File: config.mk
export PLATFORM = sky130hd
export DESIGN_NAME = sfmm_ctrl
export DESIGN_NICKNAME = d
export VERILOG_FILES = /design/src/rtl/sfmm_pkg.sv /design/src/rtl/sfmm_ctrl.sv
export SDC_FILE = /design/constraint.sdc
export NUM_CORES = 1
export LEC_CHECK = 0
export BUFFER_PORTS_ARGS = -buffer_cell sky130_fd_sc_hd__buf_4
export CAP_MARGIN = 30
export CORE_AREA = 2 2 60 62
export DETAILED_ROUTE_END_ITERATION = 8
export DIE_AREA = 0 0 62 64
export GPL_ROUTABILITY_DRIVEN = 0
export PLACE_DENSITY = 0.84
export RECOVER_POWER = 50
export SYNTH_ARGS = -nofsm -noshare
export SYNTH_HDL_FRONTEND = slang
export SYNTH_SLANG_ARGS = --single-unit
export TNS_END_PERCENT = 10
File: constraint.sdc
create_clock -name clk -period 2.6 [get_ports clk]
set_input_delay 0.26 -clock clk [delete_from_list [all_inputs] [get_ports clk]]
set_output_delay 0.26 -clock clk [all_outputs]
set_load 0.03 [all_outputs]
File: src/rtl/sfmm_pkg.sv
package sfmm_pkg;

	localparam int DEF_NUM_SLOTS  = 16;
	localparam int DEF_SLOT_WORDS = 64;

	localparam int MSG_WORDS_W  = 7;
	localparam int SLOT_COUNT_W = 5;
	localparam int CFG_DATA_W   = 7;
	localparam int CFG_IDX_W    = 1;

	localparam logic [MSG_WORDS_W-1:0]  MSG_WORDS_RST  = 7'd64;
	localparam logic [SLOT_COUNT_W-1:0] SLOT_COUNT_RST = 5'd16;

	localparam logic [CFG_IDX_W-1:0] REG_MSG_WORDS  = 1'd0;
	localparam logic [CFG_IDX_W-1:0] REG_SLOT_COUNT = 1'd1;

	localparam logic [1:0] CMD_ADD    = 2'd0;
	localparam logic [1:0] CMD_REMOVE = 2'd1;
	localparam logic [1:0] CMD_PEEK   = 2'd2;

	localparam logic [1:0] STAT_OK    = 2'd0;
	localparam logic [1:0] STAT_EMPTY = 2'd1;
	localparam logic [1:0] STAT_FULL  = 2'd2;

	typedef struct packed {
		logic [1:0]  cmd;
		logic [31:0] data_word;
		logic        last_word;
		logic [6:0]  read_len;
	} req_t;

	typedef struct packed {
		logic [31:0] out_word;
		logic        has_data;
		logic [1:0]  status;
		logic        last_out;
	} rsp_t;

	// Commands from the controller to the datapath.
	typedef struct packed {
		logic       clr_en;
		logic       add_en;
		logic       stat_en;
		logic [1:0] stat_code;
		logic       rd_en;
		logic       rd_last;
		logic       rd_done;
	} ctl_t;

	// Status from the datapath about the read slot and the request length.
	typedef struct packed {
		logic rd_flag;
		logic len_zero;
		logic len_one;
	} sts_t;

endpackage

File: src/rtl/sfmm_ctrl.sv
module sfmm_ctrl import sfmm_pkg::*; #(
	parameter int NUM_SLOTS  = DEF_NUM_SLOTS,
	parameter int SLOT_WORDS = DEF_SLOT_WORDS
) (
	input  logic                                clk,
	input  logic                                arst_n,
	input  logic                                start,
	input  logic [1:0]                          cmd,
	input  sts_t                                sts,
	input  logic [$clog2(SLOT_WORDS+1)-1:0]     n_now,
	output logic                                busy,
	output ctl_t                                ctl,
	output logic [$clog2(SLOT_WORDS+1)-1:0]     word_idx,
	output logic [$clog2(NUM_SLOTS*SLOT_WORDS)-1:0] clr_addr
);

	localparam int WCNT_W = $clog2(SLOT_WORDS + 1);
	localparam int DEPTH  = NUM_SLOTS * SLOT_WORDS;
	localparam int AW     = $clog2(DEPTH);
	localparam logic [AW-1:0]     CLR_LAST = AW'(DEPTH - 1);
	localparam logic [WCNT_W-1:0] W_ONE    = WCNT_W'(1);

	localparam logic [1:0] S_CLEAR = 2'd0;
	localparam logic [1:0] S_IDLE  = 2'd1;
	localparam logic [1:0] S_READ  = 2'd2;

	logic [1:0]        state_q, state_d;
	logic [WCNT_W-1:0] cnt_q, cnt_d;
	logic [WCNT_W-1:0] n_q, n_d;
	logic              rm_q, rm_d;
	logic [AW-1:0]     clr_q, clr_d;
	logic              accept;
	logic              is_remove;

	assign busy      = (state_q != S_IDLE);
	assign accept    = start && !busy;
	assign is_remove = (cmd == CMD_REMOVE);
	assign clr_addr  = clr_q;

	always_comb begin
		ctl       = '0;
		ctl.stat_code = STAT_OK;
		state_d   = state_q;
		cnt_d     = cnt_q;
		n_d       = n_q;
		rm_d      = rm_q;
		clr_d     = clr_q;
		word_idx  = cnt_q;
		case (state_q)
			S_CLEAR: begin
				ctl.clr_en = 1'b1;
				clr_d      = clr_q + AW'(1);
				if (clr_q == CLR_LAST) begin
					state_d = S_IDLE;
				end
			end
			S_IDLE: begin
				word_idx = '0;
				if (accept) begin
					case (cmd)
						CMD_ADD: begin
							ctl.add_en = 1'b1;
						end
						CMD_REMOVE, CMD_PEEK: begin
							if (!sts.rd_flag) begin
								ctl.stat_en   = 1'b1;
								ctl.stat_code = STAT_EMPTY;
							end else if (sts.len_zero) begin
								ctl.stat_en = 1'b1;
								ctl.rd_done = is_remove;
							end else begin
								// The first word is read in the request cycle itself.
								ctl.rd_en   = 1'b1;
								ctl.rd_last = sts.len_one;
								if (sts.len_one) begin
									ctl.rd_done = is_remove;
								end else begin
									state_d = S_READ;
									cnt_d   = W_ONE;
									n_d     = n_now;
									rm_d    = is_remove;
								end
							end
						end
						default: begin
							ctl.stat_en = 1'b1;
						end
					endcase
				end
			end
			S_READ: begin
				ctl.rd_en   = 1'b1;
				ctl.rd_last = ((cnt_q + W_ONE) == n_q);
				if (ctl.rd_last) begin
					ctl.rd_done = rm_q;
					state_d     = S_IDLE;
				end else begin
					cnt_d = cnt_q + W_ONE;
				end
			end
			default: begin
				state_d = S_IDLE;
			end
		endcase
	end

	always_ff @(posedge clk or negedge arst_n) begin
		if (!arst_n) begin
			state_q <= S_CLEAR;
			cnt_q   <= '0;
			n_q     <= '0;
			rm_q    <= 1'b0;
			clr_q   <= '0;
		end else begin
			state_q <= state_d;
			cnt_q   <= cnt_d;
			n_q     <= n_d;
			rm_q    <= rm_d;
			clr_q   <= clr_d;
		end
	end

	a_read_in_range: assert property (@(posedge clk) disable iff (!arst_n)
		state_q == S_READ |-> (cnt_q < n_q) && (cnt_q != '0))
		else $error("read word counter out of range");

	a_done_to_idle: assert property (@(posedge clk) disable iff (!arst_n)
		ctl.rd_done |=> state_q == S_IDLE)
		else $error("remove did not finish the read");

	a_one_action: assert property (@(posedge clk) disable iff (!arst_n)
		$countones({ctl.clr_en, ctl.add_en, ctl.stat_en, ctl.rd_en}) <= 1)
		else $error("more than one datapath action in a cycle");

	a_clear_busy: assert property (@(posedge clk) disable iff (!arst_n)
		ctl.clr_en |-> busy && !ctl.add_en)
		else $error("clearing pass while idle");

endmodule

Yosys cells after proc, flatten, opt, wreduce, memory -nomap -nowiden
Cells that the tools add are included.
- input bits: 15
- register bits after elaboration: 27
- output and inout bits: 26
- word-level logic and storage cells: 64
- bitwise operators: 2
- eq/ne operators: 15
- muxes and demuxes: 31
- add/subtract/negate cells: 2
- reductions and logical operators: 9
- operators by type and width (cell ; number):
    $mux 7 ; 8
    $mux 2 ; 8
    $ne 2x2->1 const B ; 7
    $pmux 7 s2 ; 1
    $reduce_and 7->1 ; 2
    $add 10x1->10 const B ; 1
    $eq 10x10->1 const B ; 1
    $mux 1 ; 8
    $add 7x1->7 const B ; 1
    $eq 7x7->1 ; 1
    $pmux 2 s3 ; 1
    $pmux 3 s2 ; 1
    $reduce_and 6->1 ; 1
    $mux 5 ; 1
    $eq 2x1->1 const B ; 2
    $eq 2x2->1 const B ; 2
    $logic_not 2->1 ; 2
    $mux 4 ; 1
    $ne 2x1->1 const B ; 2
    $mux 3 ; 1
    $not 1->1 ; 2
    $pmux 1 s2 ; 1
    $reduce_bool 2->1 ; 1
    $reduce_or 2->1 ; 1
    other kinds (2) ; 2

Depth between registers and ports, before layout
Gate-level depths: netlist of run 1.
- word-level depth: 7
- gate-level depth with buffers: 8
- mapped depth without buffers: 8

Least setup slack after synthesis of run 1
No wires, ideal clock.
- path kind: flip-flop to output port
- start point: reg cnt_q[0]
- end point: out ctl[0] (netlist bit)
- data arrival time: 2.574 ns
- required time: 2.340 ns
- slack: -0.234 ns
- stages on the path, launching flop included: 8
- path buffers: 1
- cells stage by stage: dfrtp_1 -> ha_1 -> nand3_4 -> or3_4 -> a2111oi_4 -> o211ai_2 -> buf_6 -> o21ai_0
- RTL lines (element ; line ; RTL):
    start, declared ; sfmm_ctrl.sv:28 ; logic [WCNT_W-1:0] cnt_q, cnt_d;
    start signal, assigned ; sfmm_ctrl.sv:116 ; cnt_q <= cnt_d;
    end, declared ; sfmm_ctrl.sv:12 ; output ctl_t ctl,

==> results of run 1 <==
[final timing paths]
| check | start | endpoint | slack (ns) |
|---|---|---|---|
| worst max register to register | cnt_q[0]$_DFFE_PN0P_ | cnt_q[2]$_DFFE_PN0P_ | 0.04 |
| worst min-delay path | n_now[2] | n_q[2]$_DFFE_PN0P_ | 0.12 |
| worst min register to register | clr_addr[9]$_DFFE_PN0P_ | clr_addr[9]$_DFFE_PN0P_ | 0.51 |
| max in group asynchronous | arst_n | clr_addr[7]$_DFFE_PN0P_ | 0.98 |
| min in group asynchronous | arst_n | n_q[4]$_DFFE_PN0P_ | 0.79 |
| worst max-delay path | cnt_q[0]$_DFFE_PN0P_ | ctl[0] | -0.004 |
[layout by cell type (no fill, tap or decap), types with 2 or more instances in the layout]
cell and count:
and4b_1 2, nand2_1 19, clkbuf_1 10, buf_4 41, ha_1 6, nor3b_1 2, clkbuf_4 3, mux2i_1 3
xor2_1 7, nor2b_1 8, o21ai_0 8, nand4_1 3, a211o_1 3, o21ai_1 2, xnor2_1 11, dfrtp_1 27
nor2_1 12, nand3_1 7, inv_1 9, mux2_2 9, and3_1 4, a21oi_1 5
[area by class of cell]
class	instances	area (µm²)	area share [%]
tap	46	57.56	2.709
clock inverter	1	5.005	0.2356
multi-input combinational	129	963.4	45.35
clock buffer	3	22.52	1.060
sequential	27	675.6	31.80
timing repair buffer	53	366.6	17.26
inverter	9	33.78	1.590
[per-stage QoR]
step | cell area [µm²] | TNS (ns)
after global routing | 2125 | -0.2782
after floorplan | 1698 | -0.002415
after CTS | 2132 | 0
after global placement | 2058 | 0
final | 2125 | -0.004243
after detailed placement | 2058 | 0
[power by group]
group | total, µW | switching (µW) | internal, µW
Combinational | 1340 | 782 | 560
Sequential | 712 | 144 | 569
Clock | 186 | 128 | 57.9
[flip-flops by register name (all words and copies together), names as in the netlist]
register and cells:
rm_q 1, n_q 7, clr_addr 10, state_q 2, cnt_q 7
[layer usage]
metal,up-vias,routed length [µm]
li1,688,-
met1,662,1701
met2,38,1997
met3,9,147
met4,0,69
met5,-,0
[cells by family after synthesis]
group	Yosys count	synth area share, %
XOR/XNOR	18	9.285
AO/OA/AOI/OAI	28	12.68
AND/OR/NAND/NOR	63	20.19
adder cells (fa/ha/maj)	7	5.158
flip-flops	27	39.79
buffers and inverters	16	4.937
multiplexers	12	7.738
other	1	0.2209
[timing repair]
item / 4_1_cts / 5_1_grt
setup endpoints to repair: 2 / 2
endpoints found under the hold margin: 27 / 0
buffers inserted: 2 / 3
gates resized for setup: 3 / 2
pin swaps: 4 / 5
hold buffers: 1 / 0
[critical path, cell delays in order (launching register included)]
cell and delay [ns]:
dfrtp_1 0.42, ha_4 0.17, nand3_4 0.08, or3_4 0.39, a2111oi_4 0.46, o211ai_4 0.17, o21ai_1 0.15, buf_4 0.17
==> impl_results.md, run 1 <==
* Synth top area share at 39.79%
* Ports at 41
* Critical path arrival at 2.34 ns
* Top cells by area, synth: dfrtp_1, mux2_2, xnor2_1
* Core area at 0.003284 mm²
* Outcome: finished with violations
* Max frequency at 384.0 MHz
* Layout cells sized above 1 at 29.73%
* IO buf count at 39
* Starting density of the core at 51.70%
* ANT cells at 0
* Total number of vias at 1397
* Instance count of the mapped netlist at 172
* Initial antenna violation count at 0
* Worst Reg2Reg Path Length in Cells at 9
* TritonRoute pass-1 iters at 4
* Synth area leader: dfrtp_1
* Most frequent cell after synthesis: dfrtp_1
* Synth top cells by count: dfrtp_1, nand2_1, nor2_1
* Final Power at 2240 µW
* # setup viols final at 1
* Leak at 0.001023 µW
* Final WL at 3915 µm
* Final core utilization at 64.69%
* Peak supply drop at 685.6 µV
* Met3 global-route usage at 3.644%
* Predominant post-synthesis flop cell: dfrtp_1
* Yosys reg bits at 27
* Dpl cells at 258
* Final worst slack at -0.004243 ns
* GRT Util Overall at 20.91%
* RSZ-0062 raised after global routing: true
* Max-cap violation count at 0
* Gr busiest metal: met2
* Layout overhead on the synthesized area at 25.13%
* CTS tree: built
* Pwr dens at 1054 mW/mm²
* Routed len/inst at 14.61 µm
* Hold Fails Final Rpt at 0
* Critical path endpoint category: primary output
* Worst path required time at 2.34 ns
* Sink Count at 27
* Initial DRC Count at 65
* Met2 Use GR at 32.94%
* Post-place setup slack at 0.08109 ns
* Post-synthesis sequential area ratio at 39.79%
* Syn Area/Cell at 9.871 µm²
* Min-Delay Path Depth at 3
* HP Class: in2reg
* Relative slew margins at 3.741%
* Worst-path fanout max at 6
* Syn nets at 194
* Post-synthesis cell type count at 38
* DR vias/cell at 5.213
* Met1 Use GR at 27.24%
* Fillers at 282
* First-pass GRT wire length at 6272 µm
* Total number of H-tree levels at 1
* Failing checks: setup timing
* Min Hold Slack at 0.1206 ns
* Ys Warns at 0
* Die W at 62 µm
* Layout Cells excl Fill at 268
* Skew-Pair Late Insertion Delay at 0.33 ns
* Fin. max-slew vios at 0
* Root Driver: clkbuf_4
* DIE HEIGHT at 64 µm
* Row count at 21
* Ys async rst share at 100.0%
* Netlist Area Pre-Place at 0.001698 mm²
* Global route overflow at 0
* Inserted Clock Buffers at 3
* Post-route ant nets at 0
* Die Area at 0.003968 mm²
* Largest net degree at the start of global routing at 28
* Critical path launch point type: register
* Clock buffer depth at 2
* HPWL Detailed at 2795 µm
* DRC Markers at 0
* Final period util at 100.2%
* Post-synth EDFFs at 0
* Fin crit period at 2.604 ns
* Final nets at 245
* Final Skew at 0.003381 ns
* Kind of critical path: reg2out
* Slew @ Worst Pin at 1.444 ns
* Reg clk slew, reported paths at 0.15 ns
* Vias in the first global route at 1420
No activity file was read; power rests on OpenSTA's default activity.
==> run 2, diff against run 1 <==
--- a/config.mk
+++ b/config.mk
@@ -5,14 +5,17 @@
 export SDC_FILE = /design/constraint.sdc
 export NUM_CORES = 1
 export LEC_CHECK = 0
+export ABC_AREA = 0
 export BUFFER_PORTS_ARGS = -buffer_cell sky130_fd_sc_hd__buf_4
 export CAP_MARGIN = 30
 export CORE_AREA = 2 2 60 62
 export DETAILED_ROUTE_END_ITERATION = 8
 export DIE_AREA = 0 0 62 64
 export GPL_ROUTABILITY_DRIVEN = 0
+export MAX_ROUTING_LAYER = met4
 export PLACE_DENSITY = 0.84
 export RECOVER_POWER = 50
+export SKIP_CTS_REPAIR_TIMING = 1
 export SYNTH_ARGS = -nofsm -noshare
 export SYNTH_HDL_FRONTEND = slang
 export SYNTH_SLANG_ARGS = --single-unit
==> run 2 against run 1 <==
Effect of this change: the flow still finishes with violations (setup timing); worst setup slack better by 0.0021 ns; design area is 0.71% higher; first-iteration DRC count is 46% higher; highest routed layer unchanged.
==> impl_results.md, run 2 (synthesized netlist as in run 1, its figures left out) <==
* Die W at 62 µm
* Kind of critical path: reg2out
* Final Skew at 0.003850 ns
* Max frequency at 384.3 MHz
* GRT Util Overall at 20.75%
* Final worst slack at -0.002142 ns
* Outcome: finished with violations
* IO buf count at 39
* Commonest non-fill, non-tap cell in the layout: buf_4
* Initial antenna violation count at 0
* Fin. max-slew vios at 0
* Failing checks: setup timing
* Skew-Pair Late Insertion Delay at 0.33 ns
* Leak at 0.001032 µW
* Starting density of the core at 51.70%
* Root Driver: clkbuf_4
* Slew @ Worst Pin at 1.432 ns
* Worst-path fanout max at 8
* Vias in the first global route at 1351
* Layout overhead on the synthesized area at 26.01%
* HP Class: in2reg
* RSZ-0062 raised after global routing: true
* # setup viols final at 1
* Fin crit period at 2.602 ns
* Critical path launch point type: register
* Clock buffer depth at 2
* CTS tree: built
* Global route overflow at 0
* ANT cells at 0
* Reg clk slew, reported paths at 0.14 ns
* Relative slew margins at 4.525%
* Total number of H-tree levels at 1
* Final WL at 3873 µm
* Ports at 41
* DRC Markers at 0
* DR vias/cell at 5.304
* Final nets at 247
* DIE HEIGHT at 64 µm
* Min Hold Slack at 0.1181 ns
* Final period util at 100.1%
* Peak supply drop at 687.3 µV
* Pwr dens at 1054 mW/mm²
* Worst setup startpoint: cnt_q[1]$_DFFE_PN0P_
* Layout cells sized above 1 at 30.36%
* Number of flip-flops in the largest register at 10
* TritonRoute pass-1 iters at 4
* HPWL Detailed at 2795 µm
* Worst path required time at 2.34 ns
* Post-route ant nets at 0
* Critical path endpoint category: primary output
* Inserted Clock Buffers at 3
* First-pass GRT wire length at 6058 µm
* Hold Fails Final Rpt at 0
* R2r startpoint: cnt_q[1]$_DFFE_PN0P_
* Placed cell areas at 0.002058 mm²
* Commonest cells after routing, fill and taps aside: buf_4, dfrtp_1, nand2_1
* Max-cap violation count at 0
* Worst hold start: n_now[2]
* Post-layout instance area at 0.002140 mm²
* Largest net degree at the start of global routing at 28
* Routed len/inst at 14.34 µm
* Die Area at 0.003968 mm²
* Total number of vias at 1432
* Initial DRC Count at 95
* Critical path arrival at 2.34 ns
* Sink Count at 27
* Core area at 0.003284 mm²
* Row count at 21
[run 2: cell count changes in the layout (fill, tap and decap cells not counted), sizes merged]
cell  before  now
buf       42   44
[run 2: area by class of cell]
class	instances	area [µm²]
inverters	9	33.78
fillers	278	1145
well taps	46	57.56
repair buffers	55	381.6
clock buffers	3	22.52
flip-flops and latches	27	675.6
multi-input cells	129	963.4
clock inverters	1	5.005
[run 2: final timing paths]
kind,end,slack [ns],cells past startpoint
max,ctl[0],-0.002,7
min,n_q[2]$_DFFE_PN0P_,0.12,3
max reg2reg,cnt_q[2]$_DFFE_PN0P_,0.21,8
min reg2reg,clr_addr[9]$_DFFE_PN0P_,0.51,1
max in group asynchronous,clr_addr[7]$_DFFE_PN0P_,0.99,2
min in group asynchronous,cnt_q[6]$_DFFE_PN0P_,0.78,2
[run 2: metal layers]
| layer | vias to the layer above | GRT usage (%) | share of wire (%) |
|---|---|---|---|
| met5 | - | - | 0 |
| met4 | 0 | 6.383 | 1.7 |
| met3 | 9 | 3.441 | 4.0 |
| met2 | 42 | 32.68 | 51 |
| met1 | 688 | 26.94 | 43 |
| li1 | 693 | - | - |
[run 2: stage by stage]
stage	power [µW]	instances	utilization, %	setup TNS (ns)	worst slack [ns]
2_1_floorplan	1616	172	-	-0.002415	-0.001207
3_3_place_gp	1975	258	62.67	0	0.1614
3_5_place_dp	2014	258	62.67	0	0.08109
4_1_cts	2202	262	63.50	-0.6102	-0.3203
5_1_grt	2407	270	65.14	-0.2442	-0.1338
6_report	2255	270	65.14	-0.002142	-0.002142
[run 2: critical path, stage by stage (launching register included)]
cell and delay (ns):
dfrtp_1 0.43, ha_4 0.18, nand3_4 0.09, or3_4 0.39, a2111oi_4 0.40, o211ai_4 0.19, o21ai_1 0.15, buf_4 0.17
[run 2: power breakdown]
group | switching, µW | internal [µW]
registers | 145 | 569
logic | 782 | 573
clock network | 129 | 57.9
==> run 3, diff against run 2 <==
--- a/config.mk
+++ b/config.mk
@@ -13,7 +13,7 @@
 export DIE_AREA = 0 0 62 64
 export GPL_ROUTABILITY_DRIVEN = 0
 export MAX_ROUTING_LAYER = met4
-export PLACE_DENSITY = 0.84
+export PLACE_DENSITY = 0.82
 export RECOVER_POWER = 50
 export SKIP_CTS_REPAIR_TIMING = 1
 export SYNTH_ARGS = -nofsm -noshare
==> run 3 against run 2 <==
Effect of this change: critical path type unchanged; largest power group unchanged; design area barely moved; power is 0.80% lower; largest cell class unchanged; the flow now finishes without violations; sequential cell count stayed put; global-route usage fell by 1.1 points; critical path depth stayed put; non-clock buffer count is the same; via count up 2.4%.
==> impl_results.md, run 3 (synthesized netlist as in run 1, its figures left out) <==
* Largest net degree at the start of global routing at 28
* Fin crit period at 2.546 ns
* Leak at 0.001029 µW
* Post-route ant nets at 0
* IO buf count at 39
* Final core utilization at 65.10%
* First-pass GRT wire length at 5865 µm
* Final worst slack at 0.05408 ns
* DIE HEIGHT at 64 µm
* TritonRoute pass-1 iters at 4
* Commonest cells after routing, fill and taps aside: buf_4, dfrtp_1, nand2_1
* Peak supply drop at 650.8 µV
* Clock buffer depth at 2
* Kind of critical path: reg2out
* Die W at 62 µm
* Max frequency at 392.8 MHz
* Comb power frac at 60.3%
* Net Sw Frac at 46.02%
* Layout overhead on the synthesized area at 25.94%
* ANT cells at 0
* Global route overflow at 0
* Initial antenna violation count at 0
* HPWL Detailed at 2649 µm
* Initial DRC Count at 123
* Routed len/inst at 13.85 µm
* DR vias/cell at 5.433
* # setup viols final at 0
* Worst path required time at 2.34 ns
* Inserted Clock Buffers at 3
* Vias in the first global route at 1317
* Clk pwr share at 7.9%
* Reg clk slew, reported paths at 0.14 ns
* Critical path endpoint category: primary output
* Row count at 21
* Ports at 41
* Root Driver: clkbuf_4
* Layout cells sized above 1 at 29.91%
* Crit-path slowest cell: dfrtp_1
* Post-place setup slack at 0.06924 ns
* HP Class: in2reg
* Pwr dens at 1046 mW/mm²
* GRT Util Overall at 19.68%
* RSZ-0062 raised after global routing: true
* Worst-path fanout max at 8
* Max-cap violation count at 0
* Total number of H-tree levels at 1
* CTS tree: built
* Multi-input combinational cell area at 963.4 µm²
* Number of flip-flops in the largest register at 10
* Starting density of the core at 51.70%
* Total number of vias at 1467
* Storage cell area at 675.6 µm²
* Hold Fails Final Rpt at 0
* Final nets at 247
* Relative slew margins at 4.589%
* Reg power frac at 31.7%
* Critical path launch point type: register
* Sink Count at 27
* Fillers at 279
* Die Area at 0.003968 mm²
* Final WL at 3739 µm
* Fin. max-slew vios at 0
* DRC Markers at 0
* Final Power at 2237 µW
* CP peak stage delay at 0.42 ns
* Internal power at 1208 µW
* Critical path arrival at 2.29 ns
* Final Skew at 0.008597 ns
* Slew @ Worst Pin at 1.431 ns
* Commonest non-fill, non-tap cell in the layout: buf_4
* Outcome: finished clean
* Skew-Pair Late Insertion Delay at 0.31 ns
* Cells along the critical path: ha_4 > nand3_4 > or3_4 > a2111oi_4 > o211ai_4 > o21ai_1 > buf_4
* Min Hold Slack at 0.1611 ns
* Core area at 0.003284 mm²
* Sw power at 1030 µW
* Final period util at 97.92%
==> run 3: cell count changes in the layout (fill, tap and decap cells not counted), sizes merged <==
| cell | previous run | this run |
|---|---|---|
| clkinv | 1 | 0 |
| clkbuf | 13 | 14 |
==> run 3: layout make-up <==
cell class,instances,area share (%)
clock buffers,4,1.229
multi-input cells,129,45.06
inverters,9,1.580
repair buffers,55,17.85
flip-flops and latches,27,31.60
well taps,46,2.692
==> run 3: worst max-delay path, delay by kind of cell (launching register included) <==
family | cells | cell delay, ns
compound gates | 3 | 0.74
simple gates | 2 | 0.47
flops | 1 | 0.42
fa+ha+maj | 1 | 0.18
buf+inv | 1 | 0.17
==> run 3: path summary, 6_finish.rpt <==
kind	startpoint	endpoint	slack [ns]	cells after the start
worst max-delay path	cnt_q[1]$_DFFE_PN0P_	ctl[0]	0.05	7
worst min-delay path	n_now[2]	n_q[2]$_DFFE_PN0P_	0.16	3
worst max register to register	cnt_q[1]$_DFFE_PN0P_	cnt_q[2]$_DFFE_PN0P_	0.10	9
worst min register to register	clr_addr[9]$_DFFE_PN0P_	clr_addr[9]$_DFFE_PN0P_	0.50	1
max in group asynchronous	arst_n	cnt_q[2]$_DFFE_PN0P_	0.97	2
min in group asynchronous	arst_n	rm_q$_DFFE_PN0P_	0.78	2
==> run 3: per-stage QoR <==
step                cells  instance area, µm²   TNS [ns]
floorplan             172                1698  -0.002415
global placement      257                2051          0
detailed placement    257                2051          0
CTS                   261                2077    -0.5357
global route          270                2138    -0.2067
finish                270                2138          0
==> run 3: layer usage <==
metal	part of all wire [%]	up-vias	track usage [%]	wire (µm)
met5	0	-	-	0
met4	0.91	0	4.521	34
met3	4.5	4	3.846	169
met2	51	41	31.25	1895
met1	44	726	25.64	1639
li1	-	696	-	-
==> run 3: power groups by stage <==
stage          sequential (µW)  clock, µW  combinational [µW]
6_report                   710        177                1350
5_1_grt                    738        207                1450
4_1_cts                    705        184                1290
3_5_place_dp               713          0                1280
3_3_place_gp               706          0                1260
2_1_floorplan              770          0                 846
